**config.mk**
```make
export PLATFORM = sky130hd
export DESIGN_NAME = qpsk_test_sample_generator
export DESIGN_NICKNAME = d
export VERILOG_FILES = /design/src/rtl/core/qtsg_pkg.sv /design/src/rtl/core/qtsg_sample_map.sv /design/src/rtl/core/qpsk_test_sample_generator.sv
export SDC_FILE = /design/constraint.sdc
export NUM_CORES = 1
export LEC_CHECK = 0
export BUFFER_PORTS_ARGS = -buffer_cell sky130_fd_sc_hd__buf_2
export CAP_MARGIN = 20
export CORE_MARGIN = 4
export CORE_UTILIZATION = 45
export CTS_CLUSTER_SIZE = 12
export DETAILED_ROUTE_END_ITERATION = 7
export GPL_TIMING_DRIVEN = 0
export PLACE_DENSITY = 0.73
export SYNTH_ARGS = -nofsm -noshare
export SYNTH_HDL_FRONTEND = slang
export SYNTH_SLANG_ARGS = --single-unit
export TNS_END_PERCENT = 100
```
**constraint.sdc**
```tcl
create_clock -name aclk -period 2.2 [get_ports aclk]
set_input_delay 0.22 -clock aclk [delete_from_list [all_inputs] [get_ports aclk]]
set_output_delay 0.22 -clock aclk [all_outputs]
set_load 0.03 [all_outputs]
```
**src/rtl/core/qtsg_pkg.sv**
```systemverilog
// ----------------------------------------------------------------------------
// qtsg_pkg
// Shared constants, types and the LFSR step for the QPSK test sample source.
// ----------------------------------------------------------------------------
package qtsg_pkg;

    localparam int LFSR_W   = 16;
    localparam int SAMPLE_W = 16;
    localparam int SYM_W    = 2;
    localparam int NOISE_W  = 9;

    typedef logic [LFSR_W-1:0]          lfsr_t;
    typedef logic signed [SAMPLE_W-1:0] sample_t;
    typedef logic [SYM_W-1:0]           symbol_t;

    localparam lfsr_t   SEED_DEFAULT  = 16'hACE1;
    localparam lfsr_t   FEEDBACK_MASK = 16'hB400;
    localparam sample_t AMPLITUDE     = 16'sd16384;
    localparam sample_t NOISE_OFFSET  = 16'sd256;

    localparam symbol_t SYM_PP = 2'd0;
    localparam symbol_t SYM_MP = 2'd1;
    localparam symbol_t SYM_MM = 2'd2;
    localparam symbol_t SYM_PM = 2'd3;

    // One Galois step: shift right, fold the mask in when the lsb falls out
    function automatic lfsr_t lfsr_next(input lfsr_t s);
        lfsr_t n;
        n = s >> 1;
        if (s[0]) begin
            n = n ^ FEEDBACK_MASK;
        end
        return n;
    endfunction

    // Result item
    typedef struct packed {
        sample_t i_sample;
        sample_t q_sample;
        symbol_t symbol;
    } sample_item_t;

endpackage

```
**src/rtl/core/qtsg_sample_map.sv**
```systemverilog
// ----------------------------------------------------------------------------
// qtsg_sample_map
// Three unrolled LFSR steps and the symbol/noise mapping for one sample.
// ----------------------------------------------------------------------------
module qtsg_sample_map (
    input  qtsg_pkg::lfsr_t        state_in,
    output qtsg_pkg::lfsr_t        state_out,
    output qtsg_pkg::sample_item_t item
);
    import qtsg_pkg::*;

    lfsr_t   s1;
    lfsr_t   s2;
    lfsr_t   s3;
    symbol_t sym;
    sample_t i_base;
    sample_t q_base;
    sample_t i_noise;
    sample_t q_noise;

    always_comb begin
        s1 = lfsr_next(state_in);
        s2 = lfsr_next(s1);
        s3 = lfsr_next(s2);
        state_out = s3;

        sym = s1[SYM_W-1:0];
        case (sym)
            SYM_PP: begin
                i_base = AMPLITUDE;
                q_base = AMPLITUDE;
            end
            SYM_MP: begin
                i_base = -AMPLITUDE;
                q_base = AMPLITUDE;
            end
            SYM_MM: begin
                i_base = -AMPLITUDE;
                q_base = -AMPLITUDE;
            end
            default: begin
                i_base = AMPLITUDE;
                q_base = -AMPLITUDE;
            end
        endcase

        // noise = low nine bits minus 256, always in -256..255
        i_noise = sample_t'({{(SAMPLE_W-NOISE_W){1'b0}}, s2[NOISE_W-1:0]}) - NOISE_OFFSET;
        q_noise = sample_t'({{(SAMPLE_W-NOISE_W){1'b0}}, s3[NOISE_W-1:0]}) - NOISE_OFFSET;

        item.i_sample = i_base + i_noise;
        item.q_sample = q_base + q_noise;
        item.symbol   = sym;
    end

endmodule

```
**src/rtl/core/qpsk_test_sample_generator.sv**
```systemverilog
// ----------------------------------------------------------------------------
// qpsk_test_sample_generator
// Noisy QPSK IQ source driven by a 16-bit Galois LFSR.
//
//  Channel  Direction  Handshake          Payload
//  s_       in         s_valid/s_ready    s_advance
//  m_       out        m_valid/m_ready    m_i_sample, m_q_sample, m_symbol
//  cfg_     in         cfg_we             cfg_wdata (LFSR seed)
//
// One item per cycle sustained while m_ready keeps the output free.
// The three LFSR steps and the mapping sit between the input register and
// the output register. Items with advance low are consumed with no result.
// Reset loads the LFSR with 0xACE1; a seed write loads it at once.
// A stalled output holds its item while the input register keeps one more.
// ----------------------------------------------------------------------------
module qpsk_test_sample_generator (
    input  logic                  aclk,
    input  logic                  aresetn,

    input  logic                  cfg_we,
    input  qtsg_pkg::lfsr_t       cfg_wdata,

    input  logic                  s_valid,
    output logic                  s_ready,
    input  logic                  s_advance,

    output logic                  m_valid,
    input  logic                  m_ready,
    output qtsg_pkg::sample_t     m_i_sample,
    output qtsg_pkg::sample_t     m_q_sample,
    output qtsg_pkg::symbol_t     m_symbol
);
    import qtsg_pkg::*;

    logic         in_valid_reg;
    logic         in_adv_reg;
    lfsr_t        state_reg;
    lfsr_t        state_next;
    logic         out_valid_reg;
    sample_item_t out_item_reg;
    sample_item_t item_next;

    logic out_free;
    logic stage_move;

    assign out_free   = !out_valid_reg || m_ready;
    assign stage_move = in_valid_reg && (!in_adv_reg || out_free);
    assign s_ready    = !in_valid_reg || stage_move;

    qtsg_sample_map u_map (
        .state_in  (state_reg),
        .state_out (state_next),
        .item      (item_next)
    );

    // input register
    always_ff @(posedge aclk) begin
        if (!aresetn) begin
            in_valid_reg <= 1'b0;
        end else if (s_ready) begin
            in_valid_reg <= s_valid;
        end
        if (s_valid && s_ready) begin
            in_adv_reg <= s_advance;
        end
    end

    // LFSR state
    always_ff @(posedge aclk) begin
        if (!aresetn) begin
            state_reg <= SEED_DEFAULT;
        end else if (cfg_we) begin
            state_reg <= cfg_wdata;
        end else if (stage_move && in_adv_reg) begin
            state_reg <= state_next;
        end
    end

    // output register
    always_ff @(posedge aclk) begin
        if (!aresetn) begin
            out_valid_reg <= 1'b0;
        end else if (out_free) begin
            out_valid_reg <= stage_move && in_adv_reg;
        end
        if (stage_move && in_adv_reg) begin
            out_item_reg <= item_next;
        end
    end

    assign m_valid    = out_valid_reg;
    assign m_i_sample = out_item_reg.i_sample;
    assign m_q_sample = out_item_reg.q_sample;
    assign m_symbol   = out_item_reg.symbol;

endmodule
```
After elaboration in Yosys (flattened, before gate mapping)

Cells that the tools add are included.

Word-level logic and storage cells: 36
Output and inout bits: 36
Input bits: 22
Register bits after elaboration: 53

Reductions and logical operators: 13
Mux-type cells: 7
Add/subtract/negate cells: 4
Bitwise operators: 3
Equal/unequal tests: 2

Operators with widths:

| kind                                               | count |
|---|---|
| two-way mux 16 bit                                 | 7 |
| adder 16 bit                                       | 2 |
| subtractor 9 x 9 -> 10 bit (second input constant) | 2 |
| inverter 3 -> 4 bit                                | 3 |
| OR reduction 2 bit                                 | 2 |
| logical AND 1 bit                                  | 3 |
| zero test 1 bit                                    | 3 |
| logical OR 1 bit                                   | 3 |
| == test 2 x 1 -> 1 bit (second input constant)     | 1 |
| == test 2 bit (second input constant)              | 1 |
| zero test 2 bit                                    | 1 |
| nonzero test 2 bit                                 | 1 |

Longest topological paths before layout

Gate-level depths: netlist of run 1.

Word-level depth: 8
Depth in mapped cells: 5
Depth with buffers taken out: 3

Cells and area by module

From an unflattened synthesis of run 1, not the netlist that was laid out.

Cells, all modules: 196
Area total of the unflattened synthesis: 2,414.8 um^2

By module, submodules not included:

| module                     | cells each | sequential area each (um^2) | area each (um^2) | times used |
|---|---|---|---|---|
| qpsk_test_sample_generator | 142        | 1,411.4                     | 1,956.9          | 1 |
| qtsg_sample_map            | 54         | 0.0                         | 457.9            | 1 |

Least setup slack after synthesis of run 1

OpenSTA, ideal clock, no wires.

Kind: register to register
Start: register out_valid_reg (netlist: m_valid)
End: register out_item_reg, in the netlist m_i_sample[0] (enable)
Buffers on the path: 2
Required time: 1.814 ns
Arrival: 1.527 ns
Period minus slack after synthesis: 1.914 ns
Setup slack: 0.286 ns
Setup time: 0.386 ns
Stages on the path, launching flop included: 5
Cell sequence: dfxtp_1 -> nor2b_1 -> buf_6 -> buf_4 -> nor2_1

Word-level cells in the longest chain between the ends: 5

Ends and longest elaborated chain:

| item                   | RTL line                         | source |
|---|---|---|
| from (decl)            | qpsk_test_sample_generator.sv:39 | `logic out_valid_reg;` |
| from (signal assigned) | qpsk_test_sample_generator.sv:84 | `out_valid_reg <= stage_move && in_adv_reg;` |
| zero test 1 bit        | qpsk_test_sample_generator.sv:46 | `assign out_free = !out_valid_reg \|\| m_ready;` |
| logical OR 1 bit       | qpsk_test_sample_generator.sv:46 |  |
| logical OR 1 bit       | qpsk_test_sample_generator.sv:47 | `assign stage_move = in_valid_reg && (!in_adv_reg \|\| out_free);` |
| logical AND 1 bit      | qpsk_test_sample_generator.sv:47 |  |
| logical AND 1 bit      | qpsk_test_sample_generator.sv:86 | `if (stage_move && in_adv_reg) begin` |
| to (signal assigned)   | qpsk_test_sample_generator.sv:87 | `out_item_reg <= item_next;` |
| to (decl)              | qpsk_test_sample_generator.sv:40 | `sample_item_t out_item_reg;` |

No other way between the ends.
A chain may end at the register's enable or synchronous reset.

Final worst setup path of run 1

Start: register out_valid_reg (netlist: m_valid)
End: output s_ready

Word-level cells in the longest chain between the ends: 5

Ends and longest elaborated chain:

| item              | RTL line                         | source |
|---|---|---|
| zero test 1 bit   | qpsk_test_sample_generator.sv:46 |  |
| logical OR 1 bit  | qpsk_test_sample_generator.sv:46 |  |
| logical OR 1 bit  | qpsk_test_sample_generator.sv:47 |  |
| logical AND 1 bit | qpsk_test_sample_generator.sv:47 |  |
| logical OR 1 bit  | qpsk_test_sample_generator.sv:48 | `assign s_ready = !in_valid_reg \|\| stage_move;` |
| to (decl)         | qpsk_test_sample_generator.sv:24 | `output logic s_ready,` |

No other way between the ends.

==> results.txt, run 1 <==
- Number of cells on the critical path: 5
- Wire length after detailed routing: 3.42 mm
- Once the floorplan was initialized, standard cells occupied 47.9% of the core.
* Proportion of synthesized chip area in sequential cells: 51.4%
- Global-route wire length before repair: 5.31 mm
- Number of vias per cell after detailed routing: 5.11
- The tree is rooted in a clkbuf_4.
- R2r setup slk: 610 ps
- After detailed routing, the average wire length per cell comes to 12.7 microns.
- Result of the run: finished, final reports clean
- The worst setup path is of the flip-flop to output port kind.
- For this design the static power due to leakage is 0.881 nW.
- Post-synthesis instance area: 0.00164 sq mm
* Antenna violations before repair: 0
- Setup slack on the critical path of the routed design comes to 566 ps.
* Critical path, cell by cell: nor2b_1, buf_6, buf_4, nand2_1, buf_2
- STA classifies the critical path endpoint as an output port.
- The worst setup path is launched from a flip-flop.
- Filler Cell Count: 308
* Number of diodes added for antenna fixing: 0
- Averaged over all synthesized cells, the footprint is 10.4 sq um.
- Max Transition Viols Final: 0
- The worst-case IR drop observed on VDD is 0.000385 V.
- After clock tree synthesis, the clock-pin slew on the worst setup and hold paths is 100 ps.
- The H-tree generated during clock tree synthesis spans 2 levels.
* RSZ-0062 raised after global routing: false
* Number of hold buffers added after CTS: 0
- Measured along the y axis, the die boundary spans 68.3 microns.
- The region available for standard cell placement spans 0.00342 sq mm.
- The count of nets left with antenna violations once routing finished came out at 0.
- Maximum achievable frequency: 612 MHz
* Part of the cycle the worst path needs: 74.3%
- DRC viols: 0
* Relative slew margins: 67.3%
- Final critical path time including I/O delays and setup: 1630 ps
* Crit path max-delay cell type: dfxtp_1
- Global routing used 15.5% of the available tracks across all layers.
- At the placement stage, the worst setup path has a slack of 201 ps.
* Hold Path Cell Cnt: 1
* Clock latency reported for the late side of the worst-skew pair: 330 ps
- GR Overflow Total: 0
* Type of the most critical hold path: primary input to flip-flop
- For the worst flop-to-flop path, the logic depth is 4.
- The startpoint identified for the worst hold timing path is s_advance.
* Flip-flop count of the largest register after layout: 16
- The floorplan has 21 rows.
- Gp weighted congestion: 0.817
- The worst register-to-register path begins at in_adv_reg.
* Setup Buffers After CTS: 0
- For the worst setup path, the data required time is 1980 ps.
* Number of failing setup endpoints in the final timing report: 0
- Dividing total power by cell area gives a power density of 623 mW/mm^2.
- Detailed placement finished with a half-perimeter wire length of 2.57 mm.
- Setup total negative slack on the finished layout was measured at 0 ps.
- Tightest Pin Transition: 490 ps
* Number of buffer cells added on primary ports: 56
- Synthesized netlist cell count: 158
* Worst path max stage delay: 350 ps
- Fraction of final layout cells with drive strength greater than 1: 45.3%
- Die ar.: 0.00467 sq mm
- Count of buffer and inverter cells on the critical path: 3
- Clock tree synthesis found a total of 34 sinks.
* Synthesized flop and latch total: 34
* Total nets after synthesis: 182
- Number of hold violations in the final report: 0
* Max-capacitance violation count: 0
* Syn. warnings: 0
- Endpoint arrival time on the critical path: 1410 ps
- Post-CTS repair changed the size of 0 cells.
- In this run the count of I/O pins placed on the die edge is 58.
- Final worst clock skew: 6.29 ps
- After synthesis, the netlist uses 30 different library cells.
* Hold-critical path endpoint: in_adv_reg
- The die is 68.3 microns wide.
- The first routing iteration left 75 violations.
- Pin count of the biggest net entering global routing: 16
* Clock tree from TritonCTS: yes
* Worst R2R End: m_i_sample[3]
- Largest buffer count on any clock path: 2
- Total clock buffers created by CTS: 5
- The first detailed-routing pass ran for 6 iterations.
- Net total in the final layout: 246
* Number of global-route vias before repair: 1152
* Worst-path maximum fanout: 10
- Grouping stages by cell kind, the critical path spends the most delay in buffers and inverters.
* Signed area change from the synthesized netlist to the final layout: 24.4%
* Vias: 1375
==> power breakdown <==
part	switching (W)	internal, W
combinational	0.000129	0.0000902
clock	0.000205	0.000119
sequential	0.0000241	0.000700
total	0.000359	0.000909
==> cell type report <==
type	instances	area [sq um]	area share, %
flip-flops and latches	34	841	41.3
multi-input cells	86	547	26.9
repair buffers	57	288	14.1
plain buffers	31	223	10.9
well taps	46	57.6	2.83
clock buffers	5	37.5	1.84
inverters	7	26.3	1.29
clock inverters	3	16.3	0.799
==> cells in the mapped netlist <==
cell / instances / area, sq um
a221oi_2: 2 / 30.0
o21ai_0: 12 / 60.1
and3_1: 1 / 6.26
nor2b_1: 1 / 6.26
nor3_1: 7 / 35.0
a211o_1: 1 / 8.76
buf_2: 4 / 20.0
dfxtp_1: 18 / 360
clkbuf_1: 2 / 7.51
and2_1: 2 / 12.5
a31oi_1: 10 / 62.6
inv_2: 2 / 7.51
nand2_1: 4 / 15.0
o2111a_1: 1 / 11.3
edfxtp_1: 16 / 480
nand2b_1: 2 / 12.5
nor3_2: 1 / 10.0
nand3_1: 13 / 65.1
buf_4: 23 / 173
o21ai_1: 4 / 20.0
a2111oi_2: 2 / 30.0
ha_1: 2 / 25.0
nor2_1: 6 / 22.5
buf_6: 2 / 22.5
xor2_1: 3 / 26.3
xnor2_1: 5 / 43.8
a21oi_1: 4 / 20.0
o31ai_1: 2 / 15.0
a31o_2: 1 / 8.76
inv_1: 5 / 18.8
==> routing by layer <==
layer  vias up  global-route usage [%]  part of all wire, %
met2        60                    24.5                   47
met5         -                       0                    0
met3         4                    4.60                  9.8
met1       635                    20.1                   42
li1        676                       -                    -
met4         0                    5.21                  1.1
==> cells by family after synthesis <==
family,after synthesis,share of synthesized area (%)
AOI/OAI and AO/OA,39,16.3
buffers and inverters,38,15.2
and+or+nand+nor,37,11.3
DFF,34,51.4
xor gates and xnor gates,8,4.28
adders and majority gates,2,1.53
==> worst register-to-register path, stage by stage, from the launching register on <==
cell	delay, ps
edfxtp_1	350
nand2_1	180
buf_2	250
nor2_1	260
buf_4	260
==> through the flow <==
| stage | power [W] | util (%) | hold slack, ps | instance area (sq um) | cells |
|---|---|---|---|---|---|
| after detailed placement | 0.000957 | 57.8 | 398 | 1970 | 260 |
| final | 0.00127 | 59.6 | 59.6 | 2040 | 269 |
| after global placement | 0.000954 | 57.8 | 398 | 1970 | 260 |
| after global routing | 0.00133 | 59.6 | 44.2 | 2040 | 269 |
| after CTS | 0.00128 | 59.4 | 46.7 | 2030 | 268 |
| after floorplan | 0.000892 | - | 319 | 1640 | 158 |
==> cell usage in the layout (no fill, tap or decap), types with 2 or more instances in the layout <==
cell / instances
nand2_1: 4
o21ai_0: 12
buf_4: 24
xnor2_1: 5
buf_6: 2
ha_1: 2
edfxtp_1: 16
o21ai_1: 4
clkbuf_4: 5
a221oi_2: 2
and2_1: 2
inv_2: 2
buf_2: 60
a31oi_1: 10
nand3_1: 13
o31ai_1: 2
nand2b_1: 2
nor2_1: 6
inv_1: 5
nor3_1: 7
a21oi_1: 4
clkbuf_1: 2
a2111oi_2: 2
dfxtp_1: 18
xor2_1: 3
==> how the worst max path moves through the flow <==
stage / start / endpoint / slack, ps
after global placement: in_adv_reg / m_i_sample[6] / 210
after floorplan: m_valid / m_i_sample[0] / 290
after detailed placement: m_valid / m_i_sample[6] / 200
after CTS: in_adv_reg / m_q_sample[14] / 160
after global routing: in_adv_reg / m_i_sample[5] / 480
final: m_valid / s_ready / 570
Power figures use the tool's default switching activity.
==> inputs of run 2 (changes only) <==
Settings changed: CORE_UTILIZATION 45 to 44, PLACE_DENSITY 0.73 to 0.75.
Clock period 2.2 ns to 1.5 ns, I/O delays scaled along.
==> run 2 against run 1 <==
Compared with the run above:
- wire length increased by 11%
- total power increased by 62%
- clock skew increased by 4.7 ps
- largest power group unchanged
==> results.txt, run 2 (synthesis results as in run 1) <==
* Total clock buffers created by CTS: 5 (unchanged)
- The CTS tree was yes (unchanged).
* Largest buffer count on any clock path: 2 (unchanged)
- Standard cell core area: 0.00347 sq mm (was 0.00342 sq mm)
* Worst-path maximum fanout: 10 (unchanged)
* Area of all sequential standard cells: 842 sq um (was 841 sq um)
- The layout-stage area growth over the synthesis result came to 27.5% (was 24.4%).
- Final worst clock skew: 11.0 ps (was 6.29 ps)
- Number of failing setup endpoints in the final timing report: 0 (unchanged)
* Result of the run: finished, final reports clean (unchanged)
- RSZ-0062 raised after global routing: false (unchanged)
* Clock latency reported for the late side of the worst-skew pair: 290 ps (was 330 ps)
- The maximum vdd ir drop was 0.000582 V (was 0.000385 V).
- The horizontal die dimension was 69.0 microns (was 68.3 microns).
- DRC viols: 0 (unchanged)
* Max-capacitance violation count: 0 (unchanged)
- Clock tree root buffer cell: clkbuf_8 (was clkbuf_4)
- The total routing resource utilization after global routing was 16.6% (was 15.5%).
* Endpoint arrival time on the critical path: 1480 ps (was 1410 ps)
* Die ar.: 0.00476 sq mm (was 0.00467 sq mm)
- The worst path in the final design needs a cycle of 1430 ps, including I/O delays and setup.
- The slew at the pin closest to its max-slew limit was 500 ps (was 490 ps).
- The number of iterations in the first detailed-routing pass came to 4 (was 6).
- The clock slew at the register clock pins of the worst setup and hold paths is 70 ps (was 100 ps).
* Relative slew margins: 66.6% (was 67.3%)
* Number of buffer cells added on primary ports: 56 (unchanged)
* Crit path launch: in_adv_reg (was m_valid)
- The worst reg-to-reg setup slack came to 70 ps (was 610 ps).
* Antenna-violating nets left: 0 (unchanged)
* R2R Path Start: in_adv_reg (unchanged)
- The worst hold path stage count was 1 (unchanged).
* Commonest non-fill, non-tap cell in the layout: buf_2 (unchanged)
* Net total in the final layout: 246 (unchanged)
* Total power density per cell area: 984 mW/mm^2 (was 623 mW/mm^2)
- The number of filler cells placed in the layout was 290 (was 308).
* Gp weighted congestion: 0.842 (was 0.817)
- The total leakage power came to 0.898 nW (was 0.881 nW).
* Number of hold violations in the final report: 0 (unchanged)
- The overall power consumption was 0.00205 W (was 0.00127 W).
- Max Transition Viols Final: 0 (unchanged)
- The flip-flop count of the largest register after layout came to 16 (unchanged).
* Global-route wire length before repair: 5.78 mm (was 5.31 mm)
- Worst path max stage delay: 380 ps (was 350 ps)
- Number of standard cells in the layout, taps in and fillers out: 269 (unchanged)
- The cell count of the worst reg-to-reg path came to 4 (unchanged).
* Initial DRC count: 47 (was 75)
- The number of sinks on the clock net is 34 (unchanged).
- Initial Util: 47.2% (was 47.9%)
- Vias: 1362 (was 1375)
- The initial antenna violation count came to 0 (unchanged).
* Commonest non-fill, non-tap cells in the layout: buf_2, buf_4, dfxtp_1, edfxtp_1, nand3_1 (unchanged)
* Pin count of the biggest net entering global routing: 19 (was 16)
- Type of the most critical hold path: primary input to flip-flop (unchanged)
* Number of diodes added for antenna fixing: 0 (unchanged)
- The end of the critical path is m_i_sample[7] (was s_ready).
- The combined area of the multi-input logic cells came to 557 sq um (was 547 sq um).
* Required time of the critical path: 1550 ps (was 1980 ps)
- Type of destination of the critical path: flip-flop (was output port)
- The type of element launching the critical path is a flip-flop (unchanged).
- The master of the slowest instance on the critical path is edfxtp_1 (was dfxtp_1).
- Number of hold buffers added after CTS: 0 (unchanged)
- The number of global-route vias before repair is 1220 (was 1152).
- The H-tree depth came to 2 (unchanged).
- Maximum achievable frequency: 700 MHz
- The HPWL after detailed placement is 2.69 mm (was 2.57 mm).
- GR Overflow Total: 0 (unchanged)
* Wirelength per Cell: 14.2 microns (was 12.7 microns)
* Part of the cycle the worst path needs: 95.2%
- The class of the most critical setup path was flip-flop to flip-flop (was flip-flop to output port).
- Number of vias per cell after detailed routing: 5.06 (was 5.11)
* Wire length after detailed routing: 3.81 mm (was 3.42 mm)
- The worst reg2reg path endpoint was m_i_sample[7] (was m_i_sample[3]).
* Cell Count Post-Placement: 260 (unchanged)
- The I/O pin count was 58 (unchanged).
- Cell Rows: 21 (unchanged)
- Fraction of final layout cells with drive strength greater than 1: 46.2% (was 45.3%)
- Critical path, cell by cell: nand2_1, buf_2, nor2_4, buf_4 (was nor2b_1, buf_6, buf_4, nand2_1, buf_2).
* Die Ht: 69.0 microns (was 68.3 microns)
==> run 2: cell types whose count changed in the layout (fill, tap and decap cells not counted), sizes merged <==
cell | before | now
clkbuf | 7 | 8
clkinvlp | 1 | 0
==> run 2: worst min path at each step <==
stage / start / to / slack, ps
4_1_cts: s_advance / in_adv_reg / 30
3_5_place_dp: s_advance / in_adv_reg / 330
5_1_grt: s_advance / in_adv_reg / 40
6_report: s_advance / in_adv_reg / 30
2_1_floorplan: s_advance / in_adv_reg / 250
3_3_place_gp: s_advance / in_adv_reg / 330
==> run 2: power by group <==
group          internal [W]  switching (W)
logic              0.000136       0.000195
clock network      0.000319       0.000336
registers           0.00103      0.0000389
==> run 2: worst max-delay path, delay by kind of cell, from the launching register on <==
family | cells | cell delay [ps]
flops | 1 | 380
simple gates | 2 | 340
buf+inv | 2 | 470
==> run 2: stage by stage <==
stage	TNS (ps)	hold WS, ps	instance area (sq um)	worst slack (ps)	utilization (%)
finish	0	33.2	2090	71.3	60.2
global route	0	41.6	2090	16.5	60.2
CTS	0	29.7	2090	92.6	60.2
detailed placement	-46.8	328	1990	-3.64	57.3
global placement	0	326	1990	46.5	57.3
floorplan	0	249	1650	62.9	-
==> run 2: cell type report <==
cell class	instances	area share, %
Clock buffer	6	3.48
Timing Repair Buffer	58	14.7
Buffer	30	10.3
Clock inverter	2	0.420
Tap cell	46	2.76
Inverter	7	1.26
Multi-Input combinational cell	86	26.7
Sequential cell	34	40.3
==> run 2: what timing repair did <==
| action | CTS | global route |
|---|---|---|
| setup endpoints to repair | 16 | 0 |
| setup buffers | 2 | 0 |
| resized for setup | 0 | 0 |
==> run 2: per-layer routing <==
metal | track usage (%) | vias up | routed length, microns
li1 | - | 672 | -
met1 | 20.5 | 614 | 1590
met2 | 27.9 | 68 | 1840
met3 | 4.54 | 8 | 322
met4 | 5.84 | 0 | 52
met5 | 0 | - | 0
==> inputs of run 3 (changes only) <==
Settings changed: CORE_UTILIZATION 44 to 45, PLACE_DENSITY 0.75 to 0.72, SYNTH_HIERARCHICAL set to 1.
==> run 3 against run 2 <==
Compared with the run above:
- register-to-register slack improved by 30 ps
- critical path depth rose by 1
- core utilization is 2.6 points lower
- clock power grew 51%
- combinational power is 39% higher
- fmax decreased by 0.85%
- largest cell class unchanged
- critical path type is now flip-flop to output port
==> results.txt, run 3 <==
- The remaining antenna violation count after routing is 0 (unchanged).
* Vias: 1605 (was 1362)
- Synthesized flop and latch total: 53 (was 34)
- The setup skew after layout came to 8.67 ps (was 11.0 ps).
* Global-route wire length before repair: 7.16 mm (was 5.78 mm)
* Distinct cell type count of the synthesized netlist: 28 (was 30)
* Type of destination of the critical path: output port (was flip-flop)
- Total power density per cell area: 1060 mW/mm^2 (was 984 mW/mm^2)
* Setup tns final: 0 ps (unchanged)
- Gp weighted congestion: 0.845 (was 0.842)
- The layout-stage area growth over the synthesis result is 22.5% (was 27.5%).
* Share of power burned in the clock network: 31.6% (was 31.9%)
* Number of standard cells in the layout, taps in and fillers out: 334 (was 269)
- The total clock buffers created by CTS came to 5 (unchanged).
- The layout net count came to 287 (was 246).
- 1st-pass router iterations: 4 (unchanged)
- Initial DRC count: 75 (was 47)
- The initial core utilization came to 47.0% (was 47.2%).
* Number of buffer cells added on primary ports: 56 (unchanged)
- The netlist area before placement was 0.00241 sq mm (was 0.00164 sq mm).
* RSZ-0062 raised after global routing: false (unchanged)
- The number of enable-type register cells in the synthesized netlist came to 35 (was 16).
- The maximum number of pins on one net before global-route repair was 42 (was 19).
- The antenna cell count is 0 (unchanged).
- The type of element launching the critical path is a flip-flop (unchanged).
- The minimum clock period came to 1440 ps (was 1430 ps).
* Die ar.: 0.00660 sq mm (was 0.00476 sq mm)
* H-tree depth: 2 (unchanged)
* Worst-path maximum fanout: 9 (was 10)
- Tightest Pin Transition: 445 ps (was 500 ps)
- Logic pwr share: 14.8% (was 16.2%)
* Share of Yosys cell area claimed by the top area cell type: 43.5% (was 29.4%)
- Number of hold violations in the final report: 0 (unchanged)
- The commonest non-fill, non-tap cell in the layout is buf_2 (unchanged).
* Cell Count Post-Placement: 322 (was 260)
- The sequential cell fraction of total power is 53.7% (was 52.0%).
- The met1 track demand over resource was 18.9% (was 20.5%).
* Filler Cell Count: 468 (was 290)
- The met2 usage is 22.3% (was 27.9%).
- Part of the cycle the worst path needs: 96.1% (was 95.2%)
- The peak clock frequency supported by timing is 694 MHz (was 700 MHz).
- The initial antenna violation count came to 0 (unchanged).
- The required time of the critical path is 1350 ps (was 1550 ps).
* Met3 global-route usage: 4.10% (was 4.54%)
* Standard cell core area: 0.00514 sq mm (was 0.00347 sq mm)
- DRC viols: 0 (unchanged)
- The library cell with the largest summed area after synthesis is edfxtp_1 (unchanged).
- Worst path max stage delay: 390 ps (was 380 ps)
- The share of final-layout standard cells stronger than drive strength 1 is 47.7% (was 46.2%).
- The class of the most critical setup path was flip-flop to output port (was flip-flop to flip-flop).
- Proportion of synthesized chip area in sequential cells: 58.4% (was 51.4%)
- Critical path, cell by cell: and2_4, buf_6, buf_8, nand2_4, buf_6 (was nand2_1, buf_2, nor2_4, buf_4).
- The CTS tree was yes (unchanged).
- Psw: 0.000717 W (was 0.000570 W)
* Number of vias per cell after detailed routing: 4.81 (was 5.06)
* Summed area of non-filler cells in the final layout: 0.00296 sq mm (was 0.00209 sq mm)
- The HPWL after detailed placement is 2.99 mm (was 2.69 mm).
- The master of the slowest instance on the critical path is edfxtp_1 (unchanged).
* Highest-utilization routing layer at the global route stage: met2 (unchanged)
* Lkg Pwr: 1.23 nW (was 0.898 nW)
* GR Overflow Total: 0 (unchanged)
* Endpoint arrival time on the critical path: 1290 ps (was 1480 ps)
- Leading cell types by count after synthesis: buf_4, edfxtp_1, dfxtp_1 (was buf_4, dfxtp_1, edfxtp_1).
* Synthesized netlist cell count: 196 (was 158)
- Synth area leaders: edfxtp_1, dfxtp_1, buf_4 (unchanged).
- Die Ht: 81.3 microns (was 69.0 microns)
* Sw frac: 22.8% (was 27.7%)
* Syn. warnings: 6 (was 0)
- Relative slew margins: 70.1% (was 66.6%)
- Result of the run: finished, final reports clean (unchanged)
* Mean instance size in the synthesized netlist: 12.3 sq um (was 10.4 sq um)
- Floorplan die width: 81.3 microns (was 69.0 microns)
- Clock tree root buffer cell: clkbuf_8 (unchanged)
- The instance area after placement came to 0.00278 sq mm (was 0.00199 sq mm).
- The number of maximum-capacitance constraint violations came to 0 (unchanged).
* Global-route usage over all layers: 14.4% (was 16.6%)
- The maximum vdd ir drop is 0.000670 V (was 0.000582 V).
* Type of the most critical hold path: primary input to flip-flop (unchanged)
- The I/O pin count was 58 (unchanged).
- Most instantiated library cell after synthesis: buf_4 (unchanged)
- Most frequent cell on the critical path: buf_6
- Commonest non-fill, non-tap cells in the layout: buf_2, buf_4, edfxtp_1, dfxtp_1, o21ai_0 (was buf_2, buf_4, dfxtp_1, edfxtp_1, nand3_1)
- Largest buffer count on any clock path: 2 (unchanged)
- Clock edge transition at the registers on the reported setup and hold paths: 90 ps (was 70 ps)
- The worst hold slack came to 68.7 ps (was 33.2 ps).
- The sum of routed wire length over all layers is 4.51 mm (was 3.81 mm).
- The share of flip-flops with an asynchronous set or reset is 0% (unchanged).
* Internal Pwr Total: 0.00242 W (was 0.00148 W)
- The average routed wire per standard cell is 13.5 microns (was 14.2 microns).
* Most used DFF post-synth: edfxtp_1 (was dfxtp_1)
* Number of failing setup endpoints in the final timing report: 0 (unchanged)
- Cell Rows: 26 (was 21)
- Clock latency reported for the late side of the worst-skew pair: 310 ps (was 290 ps)
- Number of global-route vias before repair: 1510 (was 1220)
* Total nets after synthesis: 220 (was 182)
- The total count of max-transition violations in the final report is 0 (unchanged).
- CTS sink count: 53 (was 34)
## run 3: cell count changes in the layout (fill, tap and decap cells not counted), sizes merged, moves of 3 or more
cell     change
nor2         +4
xnor2        -4
nand3        -5
buf         +25
edfxtp      +19
a2111oi      +5
a311oi       +8
xor3         +3
## run 3: through the flow
stage,power [W],setup slack (ps),utilization [%]
floorplan,0.00206,3.46,-
global placement,0.00216,-160,54.2
detailed placement,0.00217,-190,54.2
CTS,0.00315,0.222,56.7
global route,0.00327,1.25,57.6
finish,0.00314,59.0,57.6
## run 3: final cells by class
| type | instances | area [sq um] | share of cell area (%) |
|---|---|---|---|
| clock buffers | 7 | 86.3 | 2.92 |
| plain buffers | 52 | 400 | 13.5 |
| clock inverters | 1 | 30.0 | 1.01 |
| repair buffers | 60 | 319 | 10.8 |
| flip-flops and latches | 53 | 1410 | 47.7 |
| multi-input cells | 85 | 596 | 20.1 |
| well taps | 70 | 87.6 | 2.96 |
| inverters | 6 | 27.5 | 0.930 |
## run 3: metal layers
| metal | wire length, microns | up-vias |
|---|---|---|
| li1 | - | 804 |
| met1 | 2070 | 741 |
| met2 | 2050 | 54 |
| met3 | 317 | 6 |
| met4 | 63 | 0 |
| met5 | 0 | - |
## run 3: path summary, 6_finish.rpt
kind              cells after the start  slack (ps)       endpoint     startpoint
setup reg to reg                      4         100  m_q_sample[5]     in_adv_reg
hold / removal                        3          70   in_valid_reg        s_valid
setup / recovery                      5          60        s_ready     in_adv_reg
hold reg to reg                       2         510  state_reg[14]  state_reg[14]
## run 3: power by group through the flow
stage / combinational, W / sequential [W] / clock (W)
2_1_floorplan: 0.000281 / 0.00177 / 0
3_3_place_gp: 0.000445 / 0.00172 / 0
3_5_place_dp: 0.000451 / 0.00172 / 0
4_1_cts: 0.000456 / 0.00169 / 0.00101
5_1_grt: 0.000504 / 0.00169 / 0.00107
6_report: 0.000463 / 0.00168 / 0.000990
## run 3: cells by family (layout without fill, tap and decap cells)
family	count (synthesis)	after routing	share of synthesized area [%]
DFF	53	53	58.4
AOI/OAI and AO/OA	41	41	11.6
buffers and inverters	58	126	17.2
xor gates and xnor gates	7	7	4.40
adders and majority gates	2	2	1.04
and+or+nand+nor	35	35	7.36
## run 3: repair_timing
| action | 4_1_cts | 5_1_grt |
|---|---|---|
| hold buffers | 0 | 1 |
| buffers inserted | 0 | 3 |
| setup endpoints to repair | 42 | 42 |
| hold endpoints to repair | 0 | 1 |
| gates resized for setup | 5 | 3 |
| pin swaps | 0 | 1 |
## run 3: critical path, delay by kind of cell (launching register included)
kind                   cells  cell delay (ps)
buffers and inverters      3              380
flip-flops                 1              390
AND/OR/NAND/NOR            2              210
